**src/sv/pem_pkg.sv**
```systemverilog
// Shared constants, codes and control types for the patch embedding MAC.
// No dependencies; every other file of the block imports this package.
package pem_pkg;

   // Default geometry of a patch and the number of projected output channels.
   localparam int PROJ_CH_DEF        = 64;
   localparam int CHANNELS_DEF       = 3;
   localparam int TEMPORAL_DEPTH_DEF = 2;
   localparam int PATCH_SIDE_DEF     = 16;

   // Fixed field widths.
   localparam int FUNC_W  = 2;
   localparam int INDEX_W = 17;
   localparam int VALUE_W = 32;
   localparam int PIX_W   = 16;
   localparam int PROD_W  = 2 * PIX_W;
   localparam int BIAS_W  = 32;
   localparam int ACC_W   = 48;
   localparam int CHAN_W  = 6;

   // Configuration port.
   localparam int CSR_AW     = 3;
   localparam int CSR_DW     = 32;
   localparam int REG_IDX_W  = CSR_AW - 2;
   localparam logic [REG_IDX_W-1:0] REG_BIAS_EN = '0;

   // Input item function codes.
   localparam logic [FUNC_W-1:0] FUNC_LOAD_WEIGHT = 2'd0;
   localparam logic [FUNC_W-1:0] FUNC_LOAD_BIAS   = 2'd1;
   localparam logic [FUNC_W-1:0] FUNC_ACCUM       = 2'd2;

   // Commands from the sequencer to the MAC datapath.
   typedef struct packed {
      logic wr_en;    // write one weight word
      logic issue;    // start one multiply-accumulate
      logic acc_clr;  // zero every accumulator
   } mac_cmd_type;

endpackage

```
**src/sv/pem_ctrl.sv**
```systemverilog
// Sequencer: takes input transactions, walks the channels through the MAC,
// holds the bias store and the result register. Depends on pem_pkg.
module pem_ctrl #(
   parameter int PROJ_CH   = pem_pkg::PROJ_CH_DEF,
   parameter int PLEN      = pem_pkg::CHANNELS_DEF * pem_pkg::TEMPORAL_DEPTH_DEF
                             * pem_pkg::PATCH_SIDE_DEF * pem_pkg::PATCH_SIDE_DEF,
   parameter int WDEPTH    = PROJ_CH * PLEN,
   parameter int WA_W      = $clog2(WDEPTH),
   parameter int CH_W      = (PROJ_CH > 1) ? $clog2(PROJ_CH) : 1
) (
   input  logic                              clock,
   input  logic                              reset,
   input  logic                              bias_en,
   input  logic                              req_valid,
   output logic                              req_ready,
   input  logic [pem_pkg::FUNC_W-1:0]        req_func,
   input  logic [pem_pkg::INDEX_W-1:0]       req_index,
   input  logic [pem_pkg::VALUE_W-1:0]       req_value,
   input  logic                              req_patch_last,
   output logic                              rsp_valid,
   input  logic                              rsp_ready,
   output logic [pem_pkg::CHAN_W-1:0]        rsp_channel,
   output logic signed [pem_pkg::ACC_W-1:0]  rsp_embedding,
   output logic                              rsp_last_channel,
   output pem_pkg::mac_cmd_type              cmd,
   output logic [WA_W-1:0]                   wr_addr,
   output logic [pem_pkg::PIX_W-1:0]         wr_data,
   output logic [WA_W-1:0]                   rd_addr,
   output logic [CH_W-1:0]                   ch,
   output logic [pem_pkg::PIX_W-1:0]         px,
   input  logic [pem_pkg::ACC_W-1:0]         acc_q,
   input  logic                              mac_busy
);
   import pem_pkg::*;

   typedef enum logic [5:0] {
      S_IDLE  = 6'b000001,
      S_MAC   = 6'b000010,
      S_DRAIN = 6'b000100,
      S_EREAD = 6'b001000,
      S_ESUM  = 6'b010000,
      S_EOUT  = 6'b100000
   } state_type;

   state_type          state_ff, state_in;
   logic [CH_W-1:0]    c_ff, c_in;
   logic [WA_W-1:0]    addr_ff, addr_in;
   logic [PIX_W-1:0]   px_ff, px_in;
   logic               last_ff, last_in;

   logic               rsp_valid_ff, rsp_valid_in;
   logic [CHAN_W-1:0]  rsp_channel_ff, rsp_channel_in;
   logic [ACC_W-1:0]   rsp_embedding_ff, rsp_embedding_in;
   logic               rsp_last_ff, rsp_last_in;

   logic [BIAS_W-1:0]    bias_mem [PROJ_CH];
   logic [PROJ_CH-1:0]   bias_vld_ff;
   logic [BIAS_W-1:0]    bias_rd_ff;
   logic                 bias_rv_ff;

   logic               req_accept;
   logic               bias_we;
   logic               pos_ok;
   logic               c_last;
   logic [ACC_W-1:0]   bias_ext;

   assign req_ready  = (state_ff == S_IDLE);
   assign req_accept = req_valid & req_ready;
   assign pos_ok     = 32'(req_index) < 32'(PLEN);
   assign bias_we    = req_accept && (req_func == FUNC_LOAD_BIAS)
                       && (32'(req_index) < 32'(PROJ_CH));
   assign c_last     = (c_ff == CH_W'(PROJ_CH - 1));

   // Bias store with a valid bit per channel; an unwritten channel reads as zero.
   always_ff @(posedge clock) begin
      if (bias_we) begin
         bias_mem[CH_W'(req_index)] <= req_value;
      end
      bias_rd_ff <= bias_mem[c_ff];
      bias_rv_ff <= bias_vld_ff[c_ff];
   end

   always_ff @(posedge clock) begin
      if (reset) begin
         bias_vld_ff <= '0;
      end else if (bias_we) begin
         bias_vld_ff[CH_W'(req_index)] <= 1'b1;
      end
   end

   assign bias_ext = (bias_en && bias_rv_ff)
                     ? {{(ACC_W-BIAS_W){bias_rd_ff[BIAS_W-1]}}, bias_rd_ff} : '0;

   // Datapath commands.
   assign wr_addr = WA_W'(req_index);
   assign wr_data = req_value[PIX_W-1:0];
   assign rd_addr = addr_ff;
   assign ch      = c_ff;
   assign px      = px_ff;

   always_comb begin
      state_in         = state_ff;
      c_in             = c_ff;
      addr_in          = addr_ff;
      px_in            = px_ff;
      last_in          = last_ff;
      rsp_valid_in     = rsp_valid_ff;
      rsp_channel_in   = rsp_channel_ff;
      rsp_embedding_in = rsp_embedding_ff;
      rsp_last_in      = rsp_last_ff;
      cmd              = '0;
      cmd.wr_en        = req_accept && (req_func == FUNC_LOAD_WEIGHT)
                         && (32'(req_index) < 32'(WDEPTH));
      unique case (state_ff)
         S_IDLE: begin
            if (req_accept && (req_func == FUNC_ACCUM)) begin
               c_in    = '0;
               last_in = req_patch_last;
               if (pos_ok) begin
                  px_in    = req_value[PIX_W-1:0];
                  addr_in  = WA_W'(req_index);
                  state_in = S_MAC;
               end else if (req_patch_last) begin
                  // out-of-patch position: add nothing, still close the patch
                  state_in = S_EREAD;
               end
            end
         end
         S_MAC: begin
            cmd.issue = 1'b1;
            addr_in   = addr_ff + WA_W'(PLEN);
            c_in      = c_ff + 1'b1;
            if (c_last) begin
               c_in     = '0;
               state_in = S_DRAIN;
            end
         end
         S_DRAIN: begin
            // hold until the last write-back has landed
            if (!mac_busy) begin
               state_in = last_ff ? S_EREAD : S_IDLE;
            end
         end
         S_EREAD: begin
            state_in = S_ESUM;
         end
         S_ESUM: begin
            rsp_valid_in     = 1'b1;
            rsp_channel_in   = CHAN_W'(c_ff);
            rsp_embedding_in = acc_q + bias_ext;
            rsp_last_in      = c_last;
            state_in         = S_EOUT;
         end
         S_EOUT: begin
            if (rsp_ready) begin
               rsp_valid_in = 1'b0;
               if (c_last) begin
                  cmd.acc_clr = 1'b1;
                  c_in        = '0;
                  state_in    = S_IDLE;
               end else begin
                  c_in     = c_ff + 1'b1;
                  state_in = S_EREAD;
               end
            end
         end
         default: begin
            state_in = S_IDLE;
         end
      endcase
   end

   always_ff @(posedge clock) begin
      if (reset) begin
         state_ff     <= S_IDLE;
         c_ff         <= '0;
         last_ff      <= 1'b0;
         rsp_valid_ff <= 1'b0;
      end else begin
         state_ff     <= state_in;
         c_ff         <= c_in;
         last_ff      <= last_in;
         rsp_valid_ff <= rsp_valid_in;
      end
   end

   always_ff @(posedge clock) begin
      addr_ff          <= addr_in;
      px_ff            <= px_in;
      rsp_channel_ff   <= rsp_channel_in;
      rsp_embedding_ff <= rsp_embedding_in;
      rsp_last_ff      <= rsp_last_in;
   end

   assign rsp_valid        = rsp_valid_ff;
   assign rsp_channel      = rsp_channel_ff;
   assign rsp_embedding    = rsp_embedding_ff;
   assign rsp_last_channel = rsp_last_ff;

   a_eout_has_result: assert property (@(posedge clock) disable iff (reset)
      (state_ff == S_EOUT) |-> rsp_valid_ff)
      else $error("result state without a pending result");

   a_no_intake_while_emitting: assert property (@(posedge clock) disable iff (reset)
      rsp_valid_ff |-> !req_ready)
      else $error("input taken while a result is pending");

   a_emit_after_drain: assert property (@(posedge clock) disable iff (reset)
      (state_ff == S_EREAD) |-> !mac_busy)
      else $error("accumulator read before the MAC pipeline drained");

endmodule

```
**config.mk**
```make
export PLATFORM = sky130hd
export DESIGN_NAME = pem_ctrl
export DESIGN_NICKNAME = d
export VERILOG_FILES = /design/src/sv/pem_pkg.sv /design/src/sv/pem_ctrl.sv
export SDC_FILE = /design/constraint.sdc
export NUM_CORES = 2
export LEC_CHECK = 0
export ABC_AREA = 1
export BUFFER_PORTS_ARGS = -buffer_cell sky130_fd_sc_hd__buf_4
export CORE_AREA = 2 2 434 436
export CTS_BUF_LIST = sky130_fd_sc_hd__clkbuf_8
export CTS_CLUSTER_DIAMETER = 60
export DETAILED_ROUTE_END_ITERATION = 8
export DIE_AREA = 0 0 436 438
export PLACE_DENSITY_LB_ADDON = 0.12
export SLEW_MARGIN = 10
export SYNTH_ARGS = -nofsm -noshare
export SYNTH_HDL_FRONTEND = slang
export SYNTH_SLANG_ARGS = --single-unit
```
**constraint.sdc**
```tcl
create_clock -name clock -period 5.3 [get_ports clock]
set_input_delay 1.06 -clock clock [delete_from_list [all_inputs] [get_ports clock]]
set_output_delay 1.06 -clock clock [all_outputs]
set_load 0.1 [all_outputs]
```
## Word level (Yosys, flattened, before mapping)

Memories as Yosys holds them, arrays and structs flattened. A register that Yosys moved wholly into a read port is not among the register bits.
Index checks and enable logic that the tools add are counted.

- Bitwise operators: 2
- $lt $le $gt $ge: 6
- Reductions and logical operators: 17
- $add $sub $neg: 3
- Equality and inequality tests: 15
- Multiplexer cells: 29

Operator list:

| cell | count |
|---|---|
| $or A64 B64 Y64 | 1 |
| $mux W6 | 9 |
| $add A48 B48 Y48 | 1 |
| $mux W48 | 1 |
| $pmux W6 S6 | 1 |
| $mux W17 | 2 |
| $pmux W17 S2 | 1 |
| $pmux W6 S3 | 1 |
| $add A17 B11 Y17 const B | 1 |
| $lt A17 B11 Y1 const B | 1 |
| $lt A17 B17 Y1 const B | 1 |
| $lt A17 B7 Y1 const B | 1 |
| $lt A6 B7 Y1 const B | 2 |
| $eq A6 B6 Y1 const B | 2 |
| $mux W1 | 9 |
| $reduce_and A3 Y1 | 3 |
| $mux W4 | 2 |
| $logic_and A1 B1 Y1 | 7 |
| $add A6 B1 Y6 const B | 1 |
| $bmux W1 S6 | 1 |
| $demux W1 S6 | 1 |
| $eq A6 B1 Y1 const B | 1 |
| $eq A6 B2 Y1 const B | 1 |
| $eq A6 B3 Y1 const B | 1 |
| other kinds (15) | 20 |

- Logic and storage cells: 84
- Memories kept: 1
- Register bits: 167
- Output and inout port bits: 132
- Input bits: 106
- RAM bits: 2048

Memory list:

| memory | depth | bits a word | read ports | clocked after Yosys merged registers in | write ports | RTL line | source |
|---|---|---|---|---|---|---|---|
| bias_mem | 64 | 32 | 1 | 1 | 1 | pem_ctrl.sv:56 | `logic [BIAS_W-1:0] bias_mem [PROJ_CH];` |

## Logic depth before layout (Yosys ltp)

- Depth after elaboration: 6
- Gate-level depth with buffers: 18
- Gate-level depth less buffers: 16

## Worst setup path before layout

Ideal clock, no wire load.

- Kind: input -> output
- Start point: input req_valid
- End point: output cmd[2] (netlist bit)
- Required time: 4240 ps
- Stages on the path: 4
- Arrival time: 5914 ps
- Setup slack: -1674 ps
- Buffers on the path: 0
- Cell sequence: inv_1 nor2_1 inv_1 a2111oi_0

RTL lines:

| what | RTL line | source |
|---|---|---|
| start, declared | pem_ctrl.sv:14 | `input logic req_valid,` |
| end, declared | pem_ctrl.sv:25 | `output pem_pkg::mac_cmd_type cmd,` |

==> impl_metrics.py <==
metrics = {
    "run_status": {
        "status": "complete, no violations",
    },
    "sta": {
        "final_period_minus_worst_setup_slack_ps": 4160,
        "fin_worst_skew_ps": 54.0,
        "setup_viol": 0,
        "rsz0062_at_grt": "no",
        "tightest_slew_ps": 1230,
        "hold_viol": 0,
        "final.setup.tns_ps": 0,
        "fin_crit_sh": 0.785,
        "hold_ws_ps": 263,
        "slew-limit-headroom": 0.180,
        "fmax_ghz": 0.240,
        "slew_viol_final": 0,
    },
    "worst_hold_path": {
        "hold_depth": 1,
        "holdPathEnd": "bias_mem[61][5]$_DFFE_PP_",
        "hold_class": "input pin to register",
        "hold_start": "req_value[5]",
    },
    "global_routing": {
        "grt_usage": 0.291,
        "grt_pass1_vias": 61400,
        "grt_pass1_wl_um": 412000,
        "grt_max_degree": 153,
        "overflow": 0,
        "antenna_found_initial": 15,
    },
    "worst_setup_path": {
        "cp.required_ps": 4240,
        "crit_family": "buffers and inverters",
        "max_stage_delay_ps": 450,
        "path_class": "register to output port",
        "end_kind": "output port",
        "worst_ep_arrival_time_ps": 3100,
        "reg2reg_slack_ps": 1220,
        "cpMaxStageDelayCell": "dfxtp_4",
        "cp-start-kind": "register",
        "reg2reg_from": "state_ff[4]$_SDFFE_PP0P_",
        "cp_max_fo": 27,
        "critical_path_buf_inv_count": 2,
        "reg2reg_depth": 8,
        "r2r-end": "bias_mem[53][0]$_DFFE_PP_",
        "crit_path_cell_trace": "buf_4 > ha_1 > nand3_1 > nor2_1 > nand2_1 > nor2_1 > buf_4",
    },
    "power_and_ir_drop": {
        "switchingPower_w": 0.00778,
        "vdd_drop_max_mv": 0.259,
        "combinationalPowerShare": 0.032,
        "swShare": 0.225,
        "p_int_w": 0.0268,
        "power_density_nw_per_um2": 332,
        "clockPowerShare": 0.406,
        "seqPwrFrac": 0.562,
        "leakagePower_nw": 36.5,
        "fin_total_pwr_w": 0.0346,
    },
    "yosys": {
        "synth-async-reset-ratio": 0,
        "synth_edf_count": 2136,
        "synth.avg_cell_area_um2": 11.7,
        "ys_types": 41,
        "netlist_area_um2": 92800,
        "yosys_warnings": 0,
        "synth_fp_nets": 8054,
        "synthTopCellsByArea": "edfxtp_1, nor2_1, o21ai_0, nand2_1, dfxtp_1",
        "synth-main-ff-cell": "edfxtp_1",
        "yosysMostFrequentCell": "edfxtp_1",
        "syn_inst": 7913,
        "synth_top_area_frac": 0.691,
        "synth_seq_cells": 2247,
        "ys_seq_area_frac": 0.715,
        "synth_area_leader_cell": "edfxtp_1",
        "synthTopCellsByCount": "edfxtp_1, nor2_1, nand2_1",
    },
    "cells_and_area": {
        "nNetsFinal": 8301,
        "stdcell_area_um2": 104000,
        "drive_above_1_share": 0.112,
        "area_growth_pct": 12.2,
    },
    "floorplanning": {
        "initial_core_util": 0.497,
        "dieArea_um2": 191000,
        "die-height_um": 438,
        "core_area_um2": 187000,
        "io_pins": 238,
        "die_w_um": 436,
        "fp-row-count": 159,
    },
    "drt": {
        "firstDrtPassIters": 6,
        "drc_errors": 0,
        "postRouteAntennaNets": 0,
        "avgViaCountPerCell": 5.83,
        "wire_per_inst_um": 25.8,
        "routed_wl_um": 282000,
        "num_vias": 63700,
        "drtIter0Drc": 7298,
    },
    "placed_design": {
        "io_buffers": 237,
        "place_area_um2": 97400,
        "dp_hpwl_um": 162000,
        "globalplace.congestion": 0.865,
    },
    "clocking": {
        "insertion_delay_ps": 1080,
        "post_cts_buffers": 0,
        "cts_sinks": 2247,
        "root_buffer": "clkbuf_8",
        "clkSlewWorstSetupHoldPaths_ps": 60,
        "clock_path_buffers": 4,
        "numCtsBuffers": 380,
        "cts_tree": "built",
        "holdBufCountCts": 0,
        "h-tree-depth": 5,
        "post_cts_resized": 0,
    },
    "flow_run": {
        "cap_violations": 0,
    },
}
registers in the layout, indices dropped and copies added (netlist names), 6 cells and up:
name	flops
bias_mem	2048
rsp_embedding	48
rd_addr	17
rsp_channel	6
px	16
bias_vld_ff	64
bias_rd_ff	32
ch	6
state_ff	6
placed cells by master (no fill, tap or decap), types with 3 or more instances in the layout:
| cell type | count |
|---|---|
| buf_4 | 373 |
| inv_8 | 3 |
| clkinv_2 | 35 |
| o221ai_1 | 90 |
| bufinv_16 | 6 |
| nand3_1 | 434 |
| nor2_4 | 65 |
| a21oi_1 | 150 |
| o31ai_1 | 5 |
| xor2_1 | 35 |
| clkinvlp_4 | 4 |
| nand3_2 | 6 |
| a31oi_1 | 3 |
| ha_1 | 34 |
| nor3_1 | 4 |
| o21bai_1 | 4 |
| diode_2 | 4 |
| nand4_1 | 21 |
| edfxtp_1 | 2136 |
| clkinv_1 | 82 |
| o22ai_1 | 183 |
| o21ai_0 | 1038 |
| xnor2_1 | 5 |
| nor2_1 | 1351 |
| a41oi_1 | 11 |
| inv_2 | 3 |
| dfxtp_1 | 106 |
| o21ai_1 | 49 |
| o211ai_1 | 246 |
| nand2_1 | 1078 |
| inv_1 | 413 |
| buf_12 | 29 |
| dfxtp_4 | 4 |
| inv_6 | 4 |
| and2_1 | 3 |
| clkbuf_8 | 398 |
worst max-delay path by stage:
stage / start / end / slack [ps] / depth (start not counted)
5_1_grt: ch[0]$_SDFFE_PP0P_ / cmd[0] / 990 / 7
3_5_place_dp: req_index[16] / bias_mem[61][21]$_DFFE_PP_ / 540 / 9
3_3_place_gp: req_index[14] / bias_mem[58][0]$_DFFE_PP_ / 470 / 9
6_report: ch[0]$_SDFFE_PP0P_ / cmd[0] / 1140 / 7
2_1_floorplan: req_valid / cmd[2] / 1110 / 4
4_1_cts: ch[0]$_SDFFE_PP0P_ / cmd[0] / 1050 / 7
stage by stage:
step / util / std cells / setup slack (ps)
CTS: 0.558 / 10900 / 1050
finish: 0.558 / 10900 / 1140
detailed placement: 0.522 / 10300 / 541
floorplan: - / 7913 / 1110
global placement: 0.522 / 10300 / 467
global route: 0.558 / 10900 / 989
cell type report:
class / count / area (µm²)
multi-input cells: 4832 / 23300
well taps: 2495 / 3120
flip-flops and latches: 2247 / 66400
fillers: 15900 / 82500
repair buffers: 402 / 3380
diodes: 4 / 10.0
clock buffers: 398 / 5480
inverters: 297 / 1140
clock inverters: 255 / 1200
power groups by stage:
stage | registers [W] | clock network (W) | logic [W]
after floorplan | 0.0198 | 0 | 0.000467
after global placement | 0.0198 | 0 | 0.00108
after detailed placement | 0.0198 | 0 | 0.00109
after CTS | 0.0194 | 0.0143 | 0.00109
after global routing | 0.0194 | 0.0150 | 0.00117
final | 0.0194 | 0.0140 | 0.00110
cells by family (layout without fill, tap and decap cells):
logic type,count (synthesis),after routing,synth area share
compound gates,1783,1783,0.110
xor+xnor,40,40,0.00378
fa+ha+maj,35,35,0.00480
buf+inv,834,1352,0.0390
flops,2247,2247,0.715
other cells,0,4,0
simple gates,2974,2974,0.127
layer usage:
layer | global-route usage | wire [µm] | vias to the layer above
li1 | - | - | 28900
met1 | 0.406 | 118000 | 31500
met2 | 0.454 | 129000 | 2858
met3 | 0.0560 | 24500 | 471
met4 | 0.111 | 10300 | 4
met5 | 0 | 23 | -
Note: power is estimated with default switching activity, not from simulation.
